[src/design/sfr_pkg.sv]
// ----------------------------------------------------------------------------
// sfr_pkg
// Shared types and constants for the session frame receiver.
// ----------------------------------------------------------------------------
package sfr_pkg;
  localparam int LOGIN_PAYLOAD_BYTES = 46;
  localparam int CREDENTIAL_BYTES    = 26;
  localparam int CRED_AW             = 5;

  localparam logic [63:0] TIMEOUT_RESET   = 64'd15000000000;
  localparam logic [63:0] HEARTBEAT_RESET = 64'd1000000000;

  localparam logic [7:0] CH_L     = 8'h4C;
  localparam logic [7:0] CH_U     = 8'h55;
  localparam logic [7:0] CH_O     = 8'h4F;
  localparam logic [7:0] CH_A     = 8'h41;
  localparam logic [7:0] CH_0     = 8'h30;
  localparam logic [7:0] CH_9     = 8'h39;
  localparam logic [7:0] CH_SPACE = 8'h20;

  typedef enum logic [1:0] {
    MODE_BYTE   = 2'd0,
    MODE_TICK   = 2'd1,
    MODE_ACCEPT = 2'd2,
    MODE_NONE   = 2'd3
  } mode_t;

  typedef enum logic [2:0] {
    EV_LOGIN_BYTE = 3'd0,
    EV_REJECT     = 3'd1,
    EV_UNSEQ      = 3'd2,
    EV_LOGOUT     = 3'd3,
    EV_TIMEOUT    = 3'd4,
    EV_HEARTBEAT  = 3'd5,
    EV_ACCEPTED   = 3'd6
  } event_t;

  typedef enum logic [1:0] {
    SP_AWAIT  = 2'd0,
    SP_LOGGED = 2'd1,
    SP_CLOSED = 2'd2
  } sess_t;

  typedef enum logic [1:0] {
    FP_LEN_HI  = 2'd0,
    FP_LEN_LO  = 2'd1,
    FP_TYPE    = 2'd2,
    FP_PAYLOAD = 2'd3
  } frame_t;

  typedef enum logic [1:0] {
    QP_LEAD  = 2'd0,
    QP_DIGIT = 2'd1,
    QP_TRAIL = 2'd2
  } seqp_t;

  typedef enum logic [1:0] {
    CS_IDLE  = 2'd0,
    CS_READ  = 2'd1,
    CS_BURST = 2'd2
  } ctl_t;

  localparam logic CFG_TIMEOUT   = 1'b0;
  localparam logic CFG_HEARTBEAT = 1'b1;
endpackage

[src/design/session_frame_receiver.sv]
// ----------------------------------------------------------------------------
// session_frame_receiver
// Receive side of a length-prefixed server session: deframing, login capture
// and sequence parsing, unsequenced forwarding, timeout and heartbeat checks.
// ----------------------------------------------------------------------------
// Takes one word per cycle for stream bytes, ticks and accepts, while no
// credential burst runs and the output is not stalled; each produces at most
// one result word, registered at the output. The end of a good login packet
// plays the 26 stored credential bytes out of the credential RAM, after a
// CS_READ state, at one per cycle while the output is not stalled. Input is
// held off from the accepting edge until the 26th byte has left the output
// register. The sequence digit multiply-by-ten is done as shift-add.
module session_frame_receiver
  import sfr_pkg::*;
(
  input  logic        clk,
  input  logic        rst,
  input  logic        in_valid,
  output logic        in_ready,
  input  logic [1:0]  mode,
  input  logic [7:0]  data_byte,
  input  logic [63:0] now_time,
  output logic        out_valid,
  input  logic        out_ready,
  output logic [2:0]  event_res,
  output logic [7:0]  out_byte,
  output logic        last,
  output logic        empty_res,
  output logic [63:0] login_seq,
  input  logic        cfg_valid,
  output logic        cfg_ready,
  input  logic [63:0] cfg_index,
  input  logic [63:0] cfg_data
);

  logic [63:0] session_timeout, heartbeat_interval;
  sess_t       session_phase;
  logic [63:0] last_receive_time, last_send_time;
  frame_t      frame_phase;
  logic [15:0] bytes_left;
  logic [7:0]  packet_kind;
  logic        deframer_stalled;
  logic [63:0] seq_accumulator;
  seqp_t       seq_parse_phase;
  logic        seq_invalid;
  logic [5:0]  payload_index;

  logic [7:0]  cred_mem [CREDENTIAL_BYTES];
  logic [7:0]  cred_rd;
  logic [CRED_AW-1:0] rd_addr;
  ctl_t        ctl, ctl_next;

  // one-result staging
  logic        r_en;
  event_t      r_ev;
  logic [7:0]  r_byte;
  logic        r_last, r_empty;
  logic        start_burst;

  logic        out_free, take;
  logic [63:0] rx_diff, tx_diff;
  logic        is_digit, is_space;
  logic [63:0] acc_x10;
  logic [15:0] left_dec;
  logic        at_last_rd;

  logic        burst_shown;
  logic [CRED_AW-1:0] burst_idx;

  assign cfg_ready = 1'b1;
  assign out_free  = !out_valid || out_ready;
  assign in_ready  = (ctl == CS_IDLE) && !burst_shown && out_free;
  assign take      = in_valid && in_ready;
  assign rx_diff   = now_time - last_receive_time;
  assign tx_diff   = now_time - last_send_time;
  assign is_digit  = (data_byte >= CH_0) && (data_byte <= CH_9);
  assign is_space  = (data_byte == CH_SPACE);
  assign acc_x10   = (seq_accumulator << 3) + (seq_accumulator << 1)
                     + {56'd0, data_byte - CH_0};
  assign left_dec  = bytes_left - 16'd1;
  assign at_last_rd = (rd_addr == CRED_AW'(CREDENTIAL_BYTES - 1));

  // result decode for one input word
  always_comb begin
    r_en = 1'b0; r_ev = EV_LOGIN_BYTE; r_byte = 8'd0; r_last = 1'b0; r_empty = 1'b0;
    start_burst = 1'b0;
    case (mode_t'(mode))
      MODE_BYTE: begin
        if (session_phase != SP_CLOSED && !deframer_stalled) begin
          if (frame_phase == FP_TYPE && bytes_left == 16'd1) begin
            if (session_phase == SP_LOGGED && data_byte == CH_U) begin
              r_en = 1'b1; r_ev = EV_UNSEQ; r_last = 1'b1; r_empty = 1'b1;
            end else if (session_phase == SP_AWAIT && data_byte == CH_L) begin
              r_en = 1'b1; r_ev = EV_REJECT; r_byte = CH_A;
            end else if (session_phase == SP_LOGGED && data_byte == CH_O) begin
              r_en = 1'b1; r_ev = EV_LOGOUT;
            end
          end else if (frame_phase == FP_PAYLOAD) begin
            if (session_phase == SP_LOGGED && packet_kind == CH_U) begin
              r_en = 1'b1; r_ev = EV_UNSEQ; r_byte = data_byte;
              r_last = (bytes_left == 16'd1);
            end else if (bytes_left == 16'd1) begin
              if (session_phase == SP_AWAIT && packet_kind == CH_L) begin
                // final byte is the last sequence char when size is right
                if (payload_index == 6'(LOGIN_PAYLOAD_BYTES - 1) && !seq_invalid &&
                    !(seq_parse_phase == QP_LEAD && !is_digit && !is_space) &&
                    !(seq_parse_phase == QP_DIGIT && !is_digit && !is_space) &&
                    !(seq_parse_phase == QP_TRAIL && !is_space)) begin
                  start_burst = 1'b1;
                end else begin
                  r_en = 1'b1; r_ev = EV_REJECT; r_byte = CH_A;
                end
              end else if (session_phase == SP_LOGGED && packet_kind == CH_O) begin
                r_en = 1'b1; r_ev = EV_LOGOUT;
              end
            end
          end
        end
      end
      MODE_TICK: begin
        if (session_phase != SP_CLOSED) begin
          if (rx_diff >= session_timeout) begin
            r_en = 1'b1; r_ev = EV_TIMEOUT;
          end else if (session_phase == SP_LOGGED && tx_diff >= heartbeat_interval) begin
            r_en = 1'b1; r_ev = EV_HEARTBEAT;
          end
        end
      end
      MODE_ACCEPT: begin
        r_en = 1'b1; r_ev = EV_ACCEPTED;
      end
      default: ;
    endcase
  end

  always_comb begin
    ctl_next = ctl;
    case (ctl)
      CS_IDLE:  if (take && start_burst) ctl_next = CS_READ;
      CS_READ:  ctl_next = CS_BURST;
      CS_BURST: if (out_free && at_last_rd) ctl_next = CS_IDLE;
      default:  ctl_next = CS_IDLE;
    endcase
  end

  always_ff @(posedge clk) begin
    if (rst) ctl <= CS_IDLE;
    else     ctl <= ctl_next;
  end

  // credential RAM
  always_ff @(posedge clk) begin
    if (take && mode_t'(mode) == MODE_BYTE && session_phase == SP_AWAIT &&
        !deframer_stalled && frame_phase == FP_PAYLOAD && packet_kind == CH_L &&
        payload_index < 6'(CREDENTIAL_BYTES))
      cred_mem[payload_index[CRED_AW-1:0]] <= data_byte;
    if (ctl == CS_READ || (ctl == CS_BURST && out_free))
      cred_rd <= cred_mem[rd_addr];
  end

  always_ff @(posedge clk) begin
    if (rst) begin
      rd_addr <= '0;
    end else if (ctl == CS_READ) begin
      rd_addr <= CRED_AW'(1);
    end else if (ctl == CS_BURST && out_free) begin
      rd_addr <= at_last_rd ? '0 : rd_addr + CRED_AW'(1);
    end
  end

  // output register
  always_ff @(posedge clk) begin
    if (rst) begin
      out_valid   <= 1'b0;
      burst_shown <= 1'b0;
      burst_idx   <= '0;
    end else if (ctl == CS_BURST && out_free && !burst_shown) begin
      out_valid <= 1'b1; burst_shown <= 1'b1; burst_idx <= '0;
      event_res <= EV_LOGIN_BYTE; out_byte <= cred_rd;
      last <= 1'b0; empty_res <= 1'b0; login_seq <= '0;
    end else if (burst_shown && out_free) begin
      if (burst_idx == CRED_AW'(CREDENTIAL_BYTES - 1)) begin
        out_valid <= 1'b0; burst_shown <= 1'b0;
      end else begin
        burst_idx <= burst_idx + CRED_AW'(1);
        event_res <= EV_LOGIN_BYTE; out_byte <= cred_rd;
        last <= (burst_idx == CRED_AW'(CREDENTIAL_BYTES - 2));
        empty_res <= 1'b0;
        login_seq <= (burst_idx == CRED_AW'(CREDENTIAL_BYTES - 2)) ?
                     seq_accumulator : '0;
      end
    end else if (out_free) begin
      out_valid <= take && r_en;
      event_res <= r_ev; out_byte <= r_byte; last <= r_last;
      empty_res <= r_empty; login_seq <= '0;
    end
  end

  // session and deframer state
  always_ff @(posedge clk) begin
    if (rst) begin
      session_timeout    <= TIMEOUT_RESET;
      heartbeat_interval <= HEARTBEAT_RESET;
      session_phase      <= SP_AWAIT;
      last_receive_time  <= '0;
      last_send_time     <= '0;
      frame_phase        <= FP_LEN_HI;
      bytes_left         <= '0;
      packet_kind        <= '0;
      deframer_stalled   <= 1'b0;
      seq_accumulator    <= '0;
      seq_parse_phase    <= QP_LEAD;
      seq_invalid        <= 1'b0;
      payload_index      <= '0;
    end else begin
      if (cfg_valid && cfg_index == 64'(CFG_TIMEOUT)) session_timeout <= cfg_data;
      if (cfg_valid && cfg_index == 64'(CFG_HEARTBEAT)) heartbeat_interval <= cfg_data;
      if (take) begin
        case (mode_t'(mode))
          MODE_BYTE: if (session_phase != SP_CLOSED) begin
            last_receive_time <= now_time;
            if (!deframer_stalled) begin
              case (frame_phase)
                FP_LEN_HI: begin
                  bytes_left <= {data_byte, 8'd0};
                  frame_phase <= FP_LEN_LO;
                end
                FP_LEN_LO: begin
                  bytes_left <= bytes_left | {8'd0, data_byte};
                  if ((bytes_left | {8'd0, data_byte}) == 16'd0) deframer_stalled <= 1'b1;
                  else frame_phase <= FP_TYPE;
                end
                FP_TYPE: begin
                  packet_kind <= data_byte;
                  bytes_left <= left_dec;
                  payload_index <= '0;
                  seq_accumulator <= '0;
                  seq_parse_phase <= QP_LEAD;
                  seq_invalid <= 1'b0;
                  frame_phase <= (left_dec == 16'd0) ? FP_LEN_HI : FP_PAYLOAD;
                  if (left_dec == 16'd0 && r_en &&
                      (r_ev == EV_REJECT || r_ev == EV_LOGOUT))
                    session_phase <= SP_CLOSED;
                end
                default: begin
                  bytes_left <= left_dec;
                  if (session_phase == SP_AWAIT && packet_kind == CH_L &&
                      payload_index >= 6'(CREDENTIAL_BYTES) &&
                      payload_index < 6'(LOGIN_PAYLOAD_BYTES)) begin
                    case (seq_parse_phase)
                      QP_LEAD: begin
                        if (is_digit) begin
                          seq_parse_phase <= QP_DIGIT;
                          seq_accumulator <= {56'd0, data_byte - CH_0};
                        end else if (!is_space) seq_invalid <= 1'b1;
                      end
                      QP_DIGIT: begin
                        if (is_digit) seq_accumulator <= acc_x10;
                        else if (is_space) seq_parse_phase <= QP_TRAIL;
                        else seq_invalid <= 1'b1;
                      end
                      default: if (!is_space) seq_invalid <= 1'b1;
                    endcase
                  end
                  if (payload_index != 6'd63) payload_index <= payload_index + 6'd1;
                  if (left_dec == 16'd0) begin
                    frame_phase <= FP_LEN_HI;
                    if (r_en && (r_ev == EV_REJECT || r_ev == EV_LOGOUT))
                      session_phase <= SP_CLOSED;
                  end
                end
              endcase
            end
          end
          MODE_TICK: if (session_phase != SP_CLOSED) begin
            if (rx_diff >= session_timeout) session_phase <= SP_CLOSED;
            else if (session_phase == SP_LOGGED && tx_diff >= heartbeat_interval)
              last_send_time <= now_time;
          end
          MODE_ACCEPT: session_phase <= SP_LOGGED;
          default: ;
        endcase
      end
    end
  end

  assert property (@(posedge clk) disable iff (rst) (ctl != CS_IDLE) |-> !in_ready)
    else $error("input taken during credential burst");
  assert property (@(posedge clk) disable iff (rst)
    (out_valid && !out_ready) |=> out_valid)
    else $error("result dropped");
  assert property (@(posedge clk) disable iff (rst)
    (out_valid && last && event_res == EV_LOGIN_BYTE) |-> burst_shown)
    else $error("stray final login byte");
  assert property (@(posedge clk) disable iff (rst)
    (take && mode_t'(mode) == MODE_ACCEPT) |=> session_phase == SP_LOGGED)
    else $error("accept did not log in");
endmodule
[config.mk]
export PLATFORM = sky130hd
export DESIGN_NAME = session_frame_receiver
export DESIGN_NICKNAME = d
export VERILOG_FILES = /design/src/design/sfr_pkg.sv /design/src/design/session_frame_receiver.sv
export SDC_FILE = /design/constraint.sdc
export NUM_CORES = 2
export LEC_CHECK = 0
export ABC_CLOCK_PERIOD_IN_PS = 7200
export BUFFER_PORTS_ARGS = -buffer_cell sky130_fd_sc_hd__clkbuf_2
export CAP_MARGIN = 20
export CORE_ASPECT_RATIO = 1.75
export CORE_MARGIN = 3
export CORE_UTILIZATION = 38
export CTS_CLUSTER_DIAMETER = 60
export DETAILED_ROUTE_END_ITERATION = 10
export PLACE_DENSITY = 0.67
export SLEW_MARGIN = 15
export SYNTH_ARGS = -nofsm -noshare
export SYNTH_HDL_FRONTEND = slang
export SYNTH_SLANG_ARGS = --single-unit
[constraint.sdc]
create_clock -name clk -period 7.2 [get_ports clk]
set_input_delay 0.36 -clock clk [delete_from_list [all_inputs] [get_ports clk]]
set_output_delay 0.36 -clock clk [all_outputs]
set_load 0.02 [all_outputs]
* Yosys cells after proc, flatten, opt, wreduce, memory -nomap -nowiden
Memories as Yosys holds them, arrays and structs flattened. A register that Yosys moved wholly into a read port is not among the register bits.
Cells that the tools add are included.
** Storage, ports and cells
- Bits in latches :: 0
- Memories kept :: 1
- Logic and storage cells :: 304
- Bits in read-only memories :: 0
- Register bits :: 449
- RAM bits :: 208
- Bits of input ports :: 207
** Memory list
- cred_mem :: depth 26, width 8, read ports 1, clocked after Yosys merged registers in 1, wr ports 1, line session_frame_receiver.sv:48 : logic [7:0] cred_mem [CREDENTIAL_BYTES];
** Operators by class
- Div/mod/pow operators :: 0
- $mul :: 0
- Shift operators :: 0
- Multiplexer cells :: 123
- $lt $le $gt $ge :: 7
- Reductions and logical operators :: 89
- Bitwise logic cells :: 6
- Eq/ne operators :: 45
- Add/sub/neg operators :: 9
** Operators by type and width (count)
- $mux W64 :: 7
- $pmux W64 S2 :: 2
- $ge A64 B64 Y1 :: 2
- $sub A64 B64 Y64 :: 2
- $mux W8 :: 9
- $add A64 B64 Y64 :: 1
- $add A64 B8 Y64 :: 1
- $eq A64 B1 Y1 const B :: 1
- $logic_not A64 Y1 :: 1
- $mux W1 :: 55
- $eq A8 B7 Y1 const B :: 6
- $logic_and A1 B1 Y1 :: 41
- $mux W2 :: 20
- $mux W3 :: 12
- $mux W7 :: 5
- $logic_not A16 Y1 :: 2
- $pmux W16 S2 :: 1
- $reduce_and A10 Y1 :: 2
- $pmux W2 S3 :: 3
- $eq A16 B1 Y1 const B :: 1
- $ne A2 B2 Y1 const B :: 8
- $or A16 B8 Y16 :: 1
- $sub A16 B1 Y16 const B :: 1
- $eq A5 B5 Y1 const B :: 3
- 40 further kinds :: 92

* Logic depth before layout (Yosys ltp)
- Depth after elaboration :: 26
- Mapped depth :: 29
- Gate-level depth less buffers :: 27

* Worst setup path before layout
No wires, ideal clock.
- Path type :: register to register
- Start :: reg burst_idx[1]
- End :: reg empty_res (enable)
- Cell stages (with the launch flop) :: 4
- Library setup time :: 0.651 ns
- Slack :: -0.289 ns
- Clock period less this slack :: 7.489 ns
- Required time :: 6.549 ns
- Buffers on the path :: 0
- Arrival :: 6.838 ns
- Path through :: dfxtp_1 inv_1 ha_1 a311oi_1
** Between the ends
- Word-level cells in the longest chain between the ends :: 3
** Ends and longest elaborated chain
- start, declared :: line session_frame_receiver.sv:68 : logic [CRED_AW-1:0] burst_idx;
- start signal, assigned :: line session_frame_receiver.sv:185 : burst_idx <= burst_idx + CRED_AW'(1);
- $eq A5 B5 Y1 :: line session_frame_receiver.sv:182 : if (burst_idx == CRED_AW'(CREDENTIAL_BYTES - 1)) begin
- $ne A3 B3 Y1 (no source line)
- $reduce_and A3 Y1 (no source line)
- end signal, assigned :: line session_frame_receiver.sv:180 : last <= 1'b0; empty_res <= 1'b0; login_seq <= '0;
- end signal, assigned :: line session_frame_receiver.sv:188 : empty_res <= 1'b0;
- end signal, assigned :: line session_frame_receiver.sv:195 : empty_res <= r_empty; login_seq <= '0;
- end, declared :: line session_frame_receiver.sv:28 : output logic empty_res,
Every way passes these cells.
A chain may end at the register's enable or synchronous reset.

* Final worst setup path
- Start :: in now_time[1]
- End :: reg last_send_time[20]
** Between the ends
- Word-level cells in the longest chain between the ends :: 4
- Elaborated cells between the ends (all ways) :: 7
- Those cells by class :: 2 x add/sub; 2 x order compare; 1 x bitwise; 2 x reduce/logical
** Ends and longest elaborated chain
- start, declared :: line session_frame_receiver.sv:22 : input logic [63:0] now_time,
- $sub A64 B64 Y64, on equally long branches :: line session_frame_receiver.sv:75, session_frame_receiver.sv:74
- $ge A64 B64 Y1, on equally long branches :: line session_frame_receiver.sv:277, session_frame_receiver.sv:276
- $logic_and A1 B1 Y1 or $not A1 Y1 (tied branches)
- $reduce_and A5 Y1 (no source line) *
- end signal, assigned :: line session_frame_receiver.sv:278 : last_send_time <= now_time;
- end, declared :: line session_frame_receiver.sv:38 : logic [63:0] last_receive_time, last_send_time;
Every way passes the cells marked *; elsewhere a longest branch is shown, timed or not.

==> flow_summary.ini <==
[outcome]
status = finished, final reports clean

[floorplanning]
io_pins = 287
die_area_um2 = 110000
core-area_um2 = 105000
die_y_um = 437
initial_core_util = 0.384
rows = 157
die-width_um = 252

[setup_path]
worstSetupStartpointType = input port
r2r_slack_ns = 0.43
critical-path-max-stage-delay_ns = 0.61
slowest_stage = a211oi_1
cp.required_ns = 7.71
critPathTopFamily = compound AO/OA/AOI/OAI gates
critical_path_depth = 25
cp_num_buf_inv = 5
r2r-start = last_receive_time[3]$_SDFFE_PP0P_
critical_path.max_fanout = 56
end_kind = flip-flop
cp.arrival_ns = 7.31
reg2reg_depth = 24
rr_endpoint = last_send_time[20]$_SDFFE_PP0P_
critPathKind = in2reg

[yosys]
avgSynthCellArea_um2 = 9.17
ys_async_sr_fraction = 0
synth_xor_area_frac = 0.0427
yosysSeqAreaShare = 0.402
ys_types = 92
synthAdderAreaFrac = 0.124
muxShareOfSynthArea = 0.0528
synthCells = 4404
synthFlopType = dfxtp_1
syn_area_um2 = 40400
synth_top_family_by_area = compound AO/OA/AOI/OAI gates
synth_compound_area_frac = 0.169
yosysWarnings = 0
syn_nets = 5006
synthSimpleGateAreaFrac = 0.158
synth-edff-count = 293
ys_ff_latch = 665

[global_routing]
antenna_found_initial = 15
grt_max_degree = 111
grt_usage = 0.209
grt_pass1_vias = 33795
grt_overflow = 0
grt_pass1_wl_um = 183000

[cts]
cts_tree = yes
cts_setup_buffers = 0
cts-root-buf = clkbuf_16
htree_levels = 3
clk_pin_slew_ns = 0.06
cts_max_path_buffers = 3
cts_buffers = 68
clock_latency_ns = 0.67
clock-sinks = 665

[routing]
routedWlPerCell_um = 19.2
vias = 33380
drt_iter0_drc = 1799
routed_wl_um = 118000
detail-route-antenna-nets = 0
drt_first_pass_iters = 6
route.detailed.drc = 0
vias_per_cell = 5.44

[final_layout]
drive_above_1_share = 0.117
area_growth_pct = 15.9
nNetsFinal = 5323

[placed_design]
hpwl_um = 88100
io_buffers = 285
pre_cts_slack_ns = 0.149
routabilityCongestion = 0.930

[sta]
fmax_ghz = 0.147
setup_tns_ns = 0
hold_viol = 0
fin_skew_ns = 0.0196
fin_ws_ns = 0.402
holdWs_ns = 0.0414
timing.final.crit_share = 0.944
setup_violations = 0
tightest_slew_ns = 1.13
min_period_ns = 6.80
slew_violations = 0
rsz0062_at_grt = false
slew_headroom = 0.241

[power]
ir_drop_mv = 0.183
powerDensity_nw_per_um2 = 195
leakage_nw = 18.9

[hold_path]
hp-start = now_time[61]
hold_end = last_receive_time[61]$_SDFFE_PP0P_
holdCritPathClass = in2reg
hold_depth = 3

[job]
maxCapViolCount = 0
[layer usage]
| metal | wire length, um | share of wire | track usage |
|---|---|---|---|
| met1 | 45300 | 0.39 | 0.227 |
| met2 | 61200 | 0.52 | 0.391 |
| met3 | 5530 | 0.047 | 0.0337 |
| met4 | 5580 | 0.047 | 0.101 |
| met5 | 41 | 0.00035 | 0 |
[state kept, by name, summed over array words and instances (netlist names), 16 cells and up]
name	flops
cred_mem	208
heartbeat_interval	64
last_receive_time	64
last_send_time	64
login_seq	64
seq_accumulator	64
session_timeout	64
bytes_left	16
[timing repair]
item                       in CTS  in global routing
hold buffers                  122                  0
resized for setup               0                  1
setup endpoints to repair       0                 31
hold endpoints to repair      225                  0
[per-stage QoR]
step                instance area (um^2)   util  power (mW)  cells
floorplan                          40400      -        4.86   4404
global placement                   43100  0.411        5.25   5878
detailed placement                 43200  0.411        5.27   5880
CTS                                46800  0.445        9.24   6127
global route                       46800  0.445        9.49   6129
finish                             46800  0.445        9.14   6139
[cells by family after synthesis]
| kind of cell | Yosys count |
|---|---|
| and+or+nand+nor | 1385 |
| AOI/OAI and AO/OA | 1081 |
| DFF | 665 |
| buffers and inverters | 538 |
| adders and majority gates | 395 |
| xor gates and xnor gates | 197 |
| muxes | 142 |
| other | 1 |
[cells in the mapped netlist, drive strengths merged (14+ instances only)]
master   instances  area [um^2]
a31oi           30          203
nor4            32          251
a211oi          29          218
o21ai          158          795
nand2b          31          201
a22oi           23          173
nand4           63          394
o211ai          15          113
a21oi          459         2320
a21o           150         1130
o21bai          27          203
nand3           80          400
nor2b           44          275
o31ai           14          105
edfxtp         293         8800
nor2           332         1250
ha             387         4840
a2111oi         15          150
nor3            66          335
and3            24          150
o21a            16          121
nand3b          20          150
buf             20         98.9
inv            338         1270
clkbuf         180          676
xor2            86          753
xnor2          111          972
and2            81          507
mux2i           77          771
or3             20          125
mux4            56         1260
a22o            40          350
dfxtp          372         7450
a211o           24          210
nand2          558         2100
[worst reg2reg max path, stage by stage, from the launching register on]
cell,delay (ns)
dfxtp_1,0.33
inv_1,0.05
ha_1,0.32
nand2_1,0.09
a211oi_1,0.58
o41ai_2,0.27
a211oi_1,0.46
o2111ai_1,0.35
o31ai_1,0.59
buf_4,0.23
a31oi_1,0.09
buf_4,0.16
nor2_1,0.12
a21oi_1,0.09
xnor2_1,0.14
ha_1,0.29
nand3_1,0.11
or3_1,0.42
nor4_1,0.42
nand4_1,0.23
o211a_1,0.35
nand3_4,0.13
buf_12,0.28
mux2i_1,0.45
nor2_1,0.06
[layout by cell type (no fill, tap or decap), drive strengths merged, types with 16 or more instances in the layout]
cell         count
and3            24
or3             20
inv            347
o21ai          158
nand4           63
nor2b           44
dfxtp          372
nand2          558
xnor2          111
nand3b          20
nand3           80
buf             41
edfxtp         293
a21o           150
clkbuf         367
a211oi          29
mux2i           77
a21oi          459
a22oi           23
clkinv          18
o21bai          27
mux4            56
a22o            40
ha             387
nor3            66
nor2           332
dlygate4sd3    122
o21a            16
a211o           24
and2            81
nor4            32
a31oi           30
xor2            86
nand2b          31
[how the worst max path moves through the flow]
stage / start / to / slack [ns]
2_1_floorplan: now_time[0] / last_send_time[10]$_SDFFE_PP0P_ / 1.75
3_3_place_gp: now_time[2] / last_send_time[11]$_SDFFE_PP0P_ / 0.21
3_5_place_dp: now_time[2] / last_send_time[20]$_SDFFE_PP0P_ / 0.15
4_1_cts: last_send_time[2]$_SDFFE_PP0P_ / last_send_time[20]$_SDFFE_PP0P_ / 0.24
5_1_grt: now_time[11] / last_send_time[21]$_SDFFE_PP0P_ / 0.0002
6_report: now_time[1] / last_send_time[20]$_SDFFE_PP0P_ / 0.40
[cell type report]
type                       instances  area, um^2
clock buffer                      83        1830
multi-input combinational       3201       22200
fill                           10100       58300
inverter                         338        1270
sequential                       665       16300
clock inverter                    42         574
antenna                           12        30.0
tap                             1351        1690
timing repair buffer             447        2970
[report_power, final]
group	switching, mW	internal [mW]	leakage, nW
combinational	0.754	0.505	11.9
sequential	0.0249	3.97	5.73
clock	1.65	2.24	1.18
total	2.42	6.72	18.9
Note: power is estimated with default switching activity, not from simulation.
